`src/mips_instruction_decoder_macros.svh`:
```
// Assertion macros shared by the decoder RTL.
// SYNTH builds see empty bodies.
`ifndef MIPS_INSTRUCTION_DECODER_MACROS_SVH
`define MIPS_INSTRUCTION_DECODER_MACROS_SVH

`ifndef SYNTH

// Checked only while out of reset
`define MID_ASSERT(lbl, clk, rstn, prop, msg) \
  lbl: assert property (@(posedge clk) disable iff (!rstn) prop) else $error(msg);

// Checked on every edge, reset included
`define MID_ASSERT_ALWAYS(lbl, clk, prop, msg) \
  lbl: assert property (@(posedge clk) prop) else $error(msg);

`else

`define MID_ASSERT(lbl, clk, rstn, prop, msg)
`define MID_ASSERT_ALWAYS(lbl, clk, prop, msg)

`endif

`endif

```
`src/mipsdec_pkg.sv`:
```
package mipsdec_pkg;

  // Major opcodes
  localparam logic [5:0] OP_SPECIAL = 6'h00;
  localparam logic [5:0] OP_REGIMM  = 6'h01;
  localparam logic [5:0] OP_J       = 6'h02;
  localparam logic [5:0] OP_JAL     = 6'h03;
  localparam logic [5:0] OP_BEQ     = 6'h04;
  localparam logic [5:0] OP_BNE     = 6'h05;
  localparam logic [5:0] OP_BLEZ    = 6'h06;
  localparam logic [5:0] OP_BGTZ    = 6'h07;
  localparam logic [5:0] OP_ADDI    = 6'h08;
  localparam logic [5:0] OP_SLTI    = 6'h0A;
  localparam logic [5:0] OP_ANDI    = 6'h0C;
  localparam logic [5:0] OP_ORI     = 6'h0D;
  localparam logic [5:0] OP_XORI    = 6'h0E;
  localparam logic [5:0] OP_LUI     = 6'h0F;
  localparam logic [5:0] OP_SPECIAL2 = 6'h1C;
  localparam logic [5:0] OP_LB      = 6'h20;
  localparam logic [5:0] OP_LH      = 6'h21;
  localparam logic [5:0] OP_LW      = 6'h23;
  localparam logic [5:0] OP_SB      = 6'h28;
  localparam logic [5:0] OP_SH      = 6'h29;
  localparam logic [5:0] OP_SW      = 6'h2B;

  // SPECIAL funct codes
  localparam logic [5:0] FN_SLL     = 6'h00;
  localparam logic [5:0] FN_SRL     = 6'h02;
  localparam logic [5:0] FN_SLLV    = 6'h04;
  localparam logic [5:0] FN_SRLV    = 6'h06;
  localparam logic [5:0] FN_JR      = 6'h08;
  localparam logic [5:0] FN_SYSCALL = 6'h0C;
  localparam logic [5:0] FN_ADD     = 6'h20;
  localparam logic [5:0] FN_SUB     = 6'h22;
  localparam logic [5:0] FN_AND     = 6'h24;
  localparam logic [5:0] FN_OR      = 6'h25;
  localparam logic [5:0] FN_XOR     = 6'h26;
  localparam logic [5:0] FN_SLT     = 6'h2A;

  // REGIMM rt selectors
  localparam logic [4:0] RI_BLTZ = 5'd0;
  localparam logic [4:0] RI_BGEZ = 5'd1;

  typedef enum logic [5:0] {
    MN_NONE    = 6'd0,
    MN_ADD     = 6'd1,
    MN_SUB     = 6'd2,
    MN_AND     = 6'd3,
    MN_OR      = 6'd4,
    MN_XOR     = 6'd5,
    MN_SLLV    = 6'd6,
    MN_SRLV    = 6'd7,
    MN_SLT     = 6'd8,
    MN_SLL     = 6'd9,
    MN_SRL     = 6'd10,
    MN_JR      = 6'd11,
    MN_SYSCALL = 6'd12,
    MN_MUL     = 6'd13,
    MN_ADDI    = 6'd14,
    MN_ANDI    = 6'd15,
    MN_ORI     = 6'd16,
    MN_XORI    = 6'd17,
    MN_SLTI    = 6'd18,
    MN_LUI     = 6'd19,
    MN_LB      = 6'd20,
    MN_LH      = 6'd21,
    MN_LW      = 6'd22,
    MN_SB      = 6'd23,
    MN_SH      = 6'd24,
    MN_SW      = 6'd25,
    MN_BEQ     = 6'd26,
    MN_BNE     = 6'd27,
    MN_BLEZ    = 6'd28,
    MN_BGTZ    = 6'd29,
    MN_BLTZ    = 6'd30,
    MN_BGEZ    = 6'd31,
    MN_J       = 6'd32,
    MN_JAL     = 6'd33
  } mnem_t;

  // One decoded result
  typedef struct packed {
    logic [25:0]        jump_target;
    logic signed [15:0] immediate_value;
    logic [4:0]         third_register;
    logic [4:0]         second_register;
    logic [4:0]         first_register;
    mnem_t              mnemonic_code;
  } dec_t;

  localparam int unsigned IN_TDATA_W  = 32;
  localparam int unsigned OUT_TDATA_W = 64;

endpackage

```
`src/mipsdec_decode.sv`:
```
module mipsdec_decode
  import mipsdec_pkg::*;
(
  input  logic [31:0] word,
  output dec_t        dec
);

  logic [5:0]  op;
  logic [5:0]  fn;
  logic [4:0]  rs;
  logic [4:0]  rt;
  logic [4:0]  rd;
  logic [4:0]  sa;
  logic [15:0] imm;
  logic [25:0] tgt;

  assign op  = word[31:26];
  assign rs  = word[25:21];
  assign rt  = word[20:16];
  assign rd  = word[15:11];
  assign sa  = word[10:6];
  assign fn  = word[5:0];
  assign imm = word[15:0];
  assign tgt = word[25:0];

  // Field selection per opcode; anything unknown leaves all fields zero
  always_comb begin
    dec = '0;
    unique case (op)
      OP_SPECIAL: begin
        unique case (fn)
          FN_ADD:     dec = '{26'd0, 16'sd0, rt, rs, rd, MN_ADD};
          FN_SUB:     dec = '{26'd0, 16'sd0, rt, rs, rd, MN_SUB};
          FN_AND:     dec = '{26'd0, 16'sd0, rt, rs, rd, MN_AND};
          FN_OR:      dec = '{26'd0, 16'sd0, rt, rs, rd, MN_OR};
          FN_XOR:     dec = '{26'd0, 16'sd0, rt, rs, rd, MN_XOR};
          FN_SLLV:    dec = '{26'd0, 16'sd0, rs, rt, rd, MN_SLLV};
          FN_SRLV:    dec = '{26'd0, 16'sd0, rs, rt, rd, MN_SRLV};
          FN_SLT:     dec = '{26'd0, 16'sd0, rt, rs, rd, MN_SLT};
          FN_SLL:     dec = '{26'd0, signed'({11'd0, sa}), 5'd0, rt, rd, MN_SLL};
          FN_SRL:     dec = '{26'd0, signed'({11'd0, sa}), 5'd0, rt, rd, MN_SRL};
          FN_JR:      dec = '{26'd0, 16'sd0, 5'd0, 5'd0, rs, MN_JR};
          FN_SYSCALL: dec = '{26'd0, 16'sd0, 5'd0, 5'd0, 5'd0, MN_SYSCALL};
          default:    dec = '0;
        endcase
      end
      // mul: opcode alone, funct not checked
      OP_SPECIAL2: dec = '{26'd0, 16'sd0, rt, rs, rd, MN_MUL};
      OP_ADDI:     dec = '{26'd0, signed'(imm), 5'd0, rs, rt, MN_ADDI};
      OP_ANDI:     dec = '{26'd0, signed'(imm), 5'd0, rs, rt, MN_ANDI};
      OP_ORI:      dec = '{26'd0, signed'(imm), 5'd0, rs, rt, MN_ORI};
      OP_XORI:     dec = '{26'd0, signed'(imm), 5'd0, rs, rt, MN_XORI};
      OP_SLTI:     dec = '{26'd0, signed'(imm), 5'd0, rs, rt, MN_SLTI};
      OP_LUI:      dec = '{26'd0, signed'(imm), 5'd0, 5'd0, rt, MN_LUI};
      OP_LB:       dec = '{26'd0, signed'(imm), 5'd0, rs, rt, MN_LB};
      OP_LH:       dec = '{26'd0, signed'(imm), 5'd0, rs, rt, MN_LH};
      OP_LW:       dec = '{26'd0, signed'(imm), 5'd0, rs, rt, MN_LW};
      OP_SB:       dec = '{26'd0, signed'(imm), 5'd0, rs, rt, MN_SB};
      OP_SH:       dec = '{26'd0, signed'(imm), 5'd0, rs, rt, MN_SH};
      OP_SW:       dec = '{26'd0, signed'(imm), 5'd0, rs, rt, MN_SW};
      OP_BEQ:      dec = '{26'd0, signed'(imm), 5'd0, rt, rs, MN_BEQ};
      OP_BNE:      dec = '{26'd0, signed'(imm), 5'd0, rt, rs, MN_BNE};
      OP_BLEZ:     dec = '{26'd0, signed'(imm), 5'd0, 5'd0, rs, MN_BLEZ};
      OP_BGTZ:     dec = '{26'd0, signed'(imm), 5'd0, 5'd0, rs, MN_BGTZ};
      OP_REGIMM: begin
        priority if (rt == RI_BLTZ) begin
          dec = '{26'd0, signed'(imm), 5'd0, 5'd0, rs, MN_BLTZ};
        end else if (rt == RI_BGEZ) begin
          dec = '{26'd0, signed'(imm), 5'd0, 5'd0, rs, MN_BGEZ};
        end else begin
          dec = '0;
        end
      end
      OP_J:        dec = '{tgt, 16'sd0, 5'd0, 5'd0, 5'd0, MN_J};
      OP_JAL:      dec = '{tgt, 16'sd0, 5'd0, 5'd0, 5'd0, MN_JAL};
      default:     dec = '0;
    endcase
  end

endmodule

```
`src/mipsdec_out_stage.sv`:
```
`include "mips_instruction_decoder_macros.svh"

module mipsdec_out_stage
  import mipsdec_pkg::*;
(
  input  logic                   clk,
  input  logic                   rst_n,
  input  logic                   dec_valid,
  input  dec_t                   dec,
  output logic                   dec_ready,
  output logic                   out_tvalid,
  input  logic                   out_tready,
  output logic [OUT_TDATA_W-1:0] out_tdata
);

  logic out_valid_r;
  logic out_valid_nxt;
  dec_t res_r;

  // Load when empty or when the held result transfers this cycle
  assign dec_ready     = !out_valid_r || out_tready;
  assign out_valid_nxt = dec_ready ? dec_valid : out_valid_r;

  always_ff @(posedge clk) begin
    if (!rst_n) begin
      out_valid_r <= 1'b0;
    end else begin
      out_valid_r <= out_valid_nxt;
    end
  end

  // Result payload, no reset
  always_ff @(posedge clk) begin
    if (dec_ready && dec_valid) begin
      res_r <= dec;
    end
  end

  assign out_tvalid = out_valid_r;
  assign out_tdata  = {1'b0, res_r};

  // Unknown encodings carry nothing but zeros
  `MID_ASSERT(a_none_zero, clk, rst_n, (out_valid_r && res_r.mnemonic_code == MN_NONE) |-> (res_r == '0), "unrecognised word with non-zero fields")
  // Jump target only on j and jal
  `MID_ASSERT(a_tgt_jump_only, clk, rst_n, (out_valid_r && res_r.jump_target != '0) |-> (res_r.mnemonic_code == MN_J || res_r.mnemonic_code == MN_JAL), "jump target on a non-jump")
  // A result taken with nothing new behind it leaves the stage empty
  `MID_ASSERT(a_drain, clk, rst_n, (out_valid_r && out_tready && !dec_valid) |=> !out_valid_r, "result repeated after transfer")
  // Stage is empty right after reset
  `MID_ASSERT_ALWAYS(a_rst_empty, clk, !rst_n |=> !out_valid_r, "output valid after reset")

endmodule

```
`src/mips_instruction_decoder.sv`:
```
// Channel   Ports                      Payload (tdata, lowest bit up)
// input     in_tvalid/in_tready        [31:0] instruction_word
// result    out_tvalid/out_tready      mnemonic_code, first_, second_, third_register,
//                                      immediate_value, jump_target, one pad bit
//
// One word per cycle sustained while out_tready stays high; each word passes the input
// register, then decode into the result register, from which its result is offered.
// Reset (rst_n low, synchronous) empties both registers; no payload is cleared.
// A stalled result holds the input register; the input side stalls only when both
// registers are full and out_tready is low.
module mips_instruction_decoder
  import mipsdec_pkg::*;
(
  input  logic                   clk,
  input  logic                   rst_n,
  input  logic                   in_tvalid,
  output logic                   in_tready,
  input  logic [IN_TDATA_W-1:0]  in_tdata,   // [31:0] instruction_word
  output logic                   out_tvalid,
  input  logic                   out_tready,
  output logic [OUT_TDATA_W-1:0] out_tdata   // [5:0] mnemonic_code, [10:6] first_register,
                                             // [15:11] second_register,
                                             // [20:16] third_register,
                                             // [36:21] immediate_value,
                                             // [62:37] jump_target, [63] zero
);

  logic        in_valid_r;
  logic        in_valid_nxt;
  logic [31:0] word_r;
  logic        dec_ready;
  dec_t        dec;

  // Input register advances when it is empty or the result stage can take its word
  assign in_tready    = !in_valid_r || dec_ready;
  assign in_valid_nxt = in_tready ? in_tvalid : in_valid_r;

  always_ff @(posedge clk) begin
    if (!rst_n) begin
      in_valid_r <= 1'b0;
    end else begin
      in_valid_r <= in_valid_nxt;
    end
  end

  always_ff @(posedge clk) begin
    if (in_tready && in_tvalid) begin
      word_r <= in_tdata;
    end
  end

  // Field decode
  mipsdec_decode u_decode (
    .word (word_r),
    .dec  (dec)
  );

  // Result register
  mipsdec_out_stage u_out_stage (
    .clk        (clk),
    .rst_n      (rst_n),
    .dec_valid  (in_valid_r),
    .dec        (dec),
    .dec_ready  (dec_ready),
    .out_tvalid (out_tvalid),
    .out_tready (out_tready),
    .out_tdata  (out_tdata)
  );

endmodule

```
`config.mk`:
```
export PLATFORM = sky130hd
export DESIGN_NAME = mips_instruction_decoder
export DESIGN_NICKNAME = d
export VERILOG_FILES = /design/src/mipsdec_pkg.sv /design/src/mipsdec_decode.sv /design/src/mipsdec_out_stage.sv /design/src/mips_instruction_decoder.sv
export VERILOG_INCLUDE_DIRS = /design/src /design/src/src
export SDC_FILE = /design/constraint.sdc
export NUM_CORES = 1
export LEC_CHECK = 0
export ABC_AREA = 1
export BUFFER_PORTS_ARGS = -buffer_cell sky130_fd_sc_hd__buf_2
export CAP_MARGIN = 0
export CORE_MARGIN = 3
export CORE_UTILIZATION = 52
export CTS_CLUSTER_SIZE = 24
export DETAILED_ROUTE_END_ITERATION = 6
export GPL_TIMING_DRIVEN = 1
export PLACE_DENSITY = 0.77
export SYNTH_ARGS = -nofsm -noshare
export SYNTH_HDL_FRONTEND = slang
export SYNTH_HIERARCHICAL = 1
export SYNTH_SLANG_ARGS = --single-unit
```
`constraint.sdc`:
```
create_clock -name clk -period 4.1 [get_ports clk]
set_input_delay 0.41 -clock clk [delete_from_list [all_inputs] [get_ports clk]]
set_output_delay 0.41 -clock clk [all_outputs]
set_load 0.01 [all_outputs]
```
* Word-level counts from Yosys, hierarchy flattened
Cells that the tools add are included.
** Word-level totals
- ROM bits :: 0
- Bits of input ports :: 36
- Memories kept :: 0
- Output and inout bits :: 66
- Latch bits :: 0
- Logic and storage cells :: 54
- Bits in registers :: 97
- RAM bits :: 0
** Cells by class
- Eq/ne operators :: 32
- Bitwise operators :: 0
- Shifts and indexed selects :: 0
- Add/subtract/negate cells :: 0
- Div/mod/pow operators :: 0
- Reduce and logical (&&, ||, !) cells :: 9
- Multiply operators :: 0
- Mux-type cells :: 4
- $lt $le $gt $ge :: 0
** Operators with widths (count)
- $pmux W63 S21 :: 1
- $pmux W26 S12 :: 1
- $eq A6 B6 Y1 const B :: 12
- $mux W63 :: 1
- $eq A6 B4 Y1 const B :: 8
- $mux W37 :: 1
- $eq A6 B3 Y1 const B :: 6
- $eq A6 B2 Y1 const B :: 3
- $logic_not A6 Y1 :: 2
- $eq A6 B1 Y1 const B :: 1
- $eq A6 B5 Y1 const B :: 1
- $eq A5 B1 Y1 const B :: 1
- $logic_not A5 Y1 :: 1
- $logic_and A1 B1 Y1 :: 2
- $logic_not A1 Y1 :: 2
- $logic_or A1 B1 Y1 :: 2

* Depth between registers and ports, before layout
- Depth in word-level cells :: 4
- Gate-level depth with buffers :: 11
- Depth with buffers taken out :: 10

* Cells and area by module
The synthesis kept the hierarchy.
** By module, submodules not included
- mipsdec_decode :: area an instance 3702.3 um2, instances 1, cells an instance 841, sequential area each 0.0 um2
- mipsdec_out_stage :: area an instance 1954.4 um2, instances 1, cells an instance 72, sequential area each 1911.8 um2
- mips_instruction_decoder :: area an instance 1012.2 um2, instances 1, cells an instance 39, sequential area each 980.9 um2

* Worst setup path before layout
Ideal clock, no wire load.
- Path kind :: register to register
- From :: register in_valid_r
- To :: register u_out_stage.res_r, in the netlist u_out_stage/out_tdata[0] (enable)
- Period minus slack after synthesis :: 3.989 ns
- Cell stages (with the launch flop) :: 3
- Slack :: 0.111 ns
- Buffers on the path :: 0
- Arrival time :: 3.484 ns
- Required time :: 3.595 ns
- Setup time :: 0.505 ns
- Cells stage by stage :: dfxtp_1 > inv_1 > a21oi_1
** On the way
- Word-level cells in the longest chain between the ends :: 1
** Ends and longest elaborated chain
- start, declared :: RTL line mips_instruction_decoder.sv:28 : logic in_valid_r;
- start signal, assigned :: RTL line mips_instruction_decoder.sv:42 : in_valid_r <= in_valid_nxt;
- $logic_and A1 B1 Y1 :: RTL line mipsdec_out_stage.sv:34 : if (dec_ready && dec_valid) begin
- end signal, assigned :: RTL line mipsdec_out_stage.sv:35 : res_r <= dec;
- end, declared :: RTL line mipsdec_out_stage.sv:18 : dec_t res_r;
Every way passes these cells.
A chain may end at the register's enable or synchronous reset.

==> results.sh <==
export IMPL_status="complete, no violations"
export IMPL_dp_cells=1170
export IMPL_multiInputGateArea_um2=3231
export IMPL_maxCapViolCount=0
export IMPL_die_area_um2=14220
export IMPL_synth_cell_type_count=28
export IMPL_powerDensity_nw_per_um2=304.8
export IMPL_gr_usage_all_layers=0.2722
export IMPL_critPathKind="reg2reg"
export IMPL_cts_buffer_depth=2
export IMPL_crit_path_start_kind="register"
export IMPL_worstSkewPairLatency_ns=0.36
export IMPL_clk_transition_reported_paths_ns=0.07
export IMPL_crit_fanout=24
export IMPL_vias_per_cell=5.641
export IMPL_crit_arrival_ns=3.04
export IMPL_fillers=1152
export IMPL_via_count=6690
export IMPL_antenna_found_initial=0
export IMPL_final_cell_count_no_fill=1186
export IMPL_path_cells="nor2_2 > nand3_1 > inv_1 > nor2_1 > nand2_1 > a21oi_1 > nand3_1"
export IMPL_ios=102
export IMPL_dr_pass1_iters=6
export IMPL_first_global_vias=5913
export IMPL_fmax_mhz=354.6
export IMPL_min_period_ns=2.820
export IMPL_layout_drive_gt1_share=0.1483
export IMPL_wl_per_cell_um=16.22
export IMPL_rsz0062_at_grt="no"
export IMPL_routed_wl_um=19230
export IMPL_cp_buffers_inverters=1
export IMPL_mappedNetlistNets=988
export IMPL_grt_pass1_wl_um=30810
export IMPL_antenna_cells=0
export IMPL_reg2reg_depth=7
export IMPL_ys_ff_latch=97
export IMPL_min_path_type="in2reg"
export IMPL_initial_core_util=0.5439
export IMPL_grt_ovfl_total=0
export IMPL_crit_end="u_out_stage/out_tdata[3]"
export IMPL_worst_slack_ns=1.280
export IMPL_p_leak_nw=3.505
export IMPL_critPathMaxStageDelay_ns=0.73
export IMPL_clkSinkCount=97
export IMPL_yosysSeqAreaShare=0.4338
export IMPL_drc_errors=0
export IMPL_tightest_slew_ns=1.134
export IMPL_cts_htree_levels=3
export IMPL_setup_violations=0
export IMPL_cp_num_cells=7
export IMPL_regToRegSetupSlack_ns=1.28
export IMPL_area_delta_synth_final_pct=12.10
export IMPL_cp_common_cell="nand3_1"
export IMPL_final_setup_tns_ns=0
export IMPL_rows=40
export IMPL_antenna_left=0
export IMPL_r2r_start="word_r[31]"
export IMPL_gp_congestion=0.9774
export IMPL_die_x_um=119.2
export IMPL_die_y_um=119.2
export IMPL_yosysWarningCount=6
export IMPL_synth_avg_cell_area_um2=7.005
export IMPL_cts_root_buf="clkbuf_16"
export IMPL_critPathCaptureType="register"
export IMPL_power_mw=2.278
export IMPL_dp_final_hpwl_um=13170
export IMPL_fin_crit_sh=0.6878
export IMPL_io_buffers=100
export IMPL_place_ws_ns=1.349
export IMPL_cts_hold_buf=0
export IMPL_grt_max_degree=33
export IMPL_seq_area_um2=2893
export IMPL_syn_area_um2=6669
export IMPL_worstPathRequired_ns=4.32
export IMPL_cp_slowest_cell="nor2_2"
export IMPL_drt_initial_drc_count=1017
export IMPL_slew_headroom=0.2423
export IMPL_numCtsBuffers=9
export IMPL_cts_resized=0
export IMPL_fin_skew_ns=0.01109
export IMPL_nets=1049
export IMPL_drv_slew=0
export IMPL_vdd_ir_drop_max_uv=230.4
export IMPL_coreArea_um2=12260
export IMPL_regToRegEndpoint="u_out_stage/out_tdata[3]"
export IMPL_final_core_util=0.6097
export IMPL_cts_tree="done"
export IMPL_synth_cells=952
export IMPL_hold_violations=0
export IMPL_cts_setup_buffers=0
export IMPL_critPathTopFamily="simple AND/OR/NAND/NOR gates"
export IMPL_startpoint="word_r[31]"
==> layout by cell type, fill, tap and decap left out, drive strengths merged, types with 5 or more instances in the layout <==
cell type,instances
edfxtp,95
o21ai,77
buf,104
a21oi,84
o211ai,5
clkbuf,9
nand2,254
nand3,90
a31oi,5
clkinv,12
nand4,16
inv,81
nor3,9
o31ai,11
nor2,159
==> worst register-to-register path: stages (launching register included) <==
cell and delay [ns]:
edfxtp_1 0.45, nor2_2 0.73, nand3_1 0.56, inv_1 0.59
nor2_1 0.14, nand2_1 0.10, a21oi_1 0.05, nand3_1 0.08
==> state kept, by name, summed over array words and instances, names as in the netlist <==
signal and count:
word_r 32, u_out_stage/out_tdata 63, u_out_stage/out_tvalid 1, in_valid_r 1
==> cells by family (layout without fill, tap and decap cells) <==
group / after synthesis / in the layout / synth area share
other: 1 / 1 / 0.0005623
and+or+nand+nor: 528 / 528 / 0.3323
AOI/OAI and AO/OA: 185 / 185 / 0.1482
buffers and inverters: 141 / 207 / 0.08518
DFF: 97 / 97 / 0.4338
==> synthesized netlist by cell type <==
cell | instances | share of area
nand4_1 | 16 | 0.015
a31oi_1 | 5 | 0.0047
edfxtp_1 | 95 | 0.43
o21ai_0 | 69 | 0.052
o21ai_1 | 8 | 0.0060
buf_2 | 21 | 0.016
nor2_4 | 3 | 0.0051
nand3_1 | 86 | 0.065
nor2_1 | 147 | 0.083
buf_4 | 3 | 0.0034
inv_2 | 12 | 0.0068
nand2_1 | 252 | 0.14
o31ai_1 | 11 | 0.012
clkbuf_1 | 29 | 0.016
nand3_2 | 4 | 0.0060
inv_1 | 68 | 0.038
o22ai_1 | 1 | 0.00094
clkbuf_2 | 1 | 0.00075
o211ai_1 | 5 | 0.0056
clkinv_1 | 7 | 0.0039
o2111ai_1 | 2 | 0.0026
nor3_1 | 9 | 0.0068
a21oi_2 | 2 | 0.0026
conb_1 | 1 | 0.00056
a21oi_1 | 82 | 0.062
dfxtp_1 | 2 | 0.0060
nand2_2 | 2 | 0.0019
nor2_2 | 9 | 0.0084
==> cell type report <==
class | instances | area share
Clock buffer | 9 | 0.03013
Clock inverter | 7 | 0.008033
Inverter | 87 | 0.04368
Multi-Input combinational cell | 714 | 0.4321
Sequential cell | 97 | 0.3869
Tap cell | 168 | 0.02812
Timing Repair Buffer | 104 | 0.07096
==> per-stage QoR <==
stage	hold slack [ns]	instance area, um2
2_1_floorplan	0.4810	6669
3_3_place_gp	0.5140	7191
3_5_place_dp	0.5200	7191
4_1_cts	0.2150	7476
5_1_grt	0.2204	7476
6_report	0.2249	7476
==> worst min path at each step <==
stage / start / endpoint / slack [ns] / cells after the start
after detailed placement: in_valid_r / in_valid_r / 0.52 / 2
after global placement: in_valid_r / in_valid_r / 0.51 / 2
final: in_tdata[9] / word_r[9] / 0.22 / 1
after global routing: in_tdata[22] / word_r[22] / 0.22 / 1
after floorplan: in_valid_r / u_out_stage/out_tvalid / 0.48 / 2
after CTS: in_tdata[9] / word_r[9] / 0.21 / 1
==> power breakdown <==
group          switching, mW  leakage [nW]  internal [mW]
sequential            0.0531         0.971           1.14
combinational          0.175          2.39         0.0752
clock                  0.365         0.142          0.467
total                  0.593          3.50           1.69
==> per-layer routing <==
| metal | vias to the layer above | GRT usage | wire length [um] |
|---|---|---|---|
| li1 | 3298 | - | - |
| met1 | 2955 | 0.3815 | 8091 |
| met2 | 401 | 0.4080 | 8496 |
| met3 | 36 | 0.06885 | 2267 |
| met4 | 0 | 0.09848 | 376 |
| met5 | - | 0 | 0 |
No activity file was read; power rests on OpenSTA's default activity.
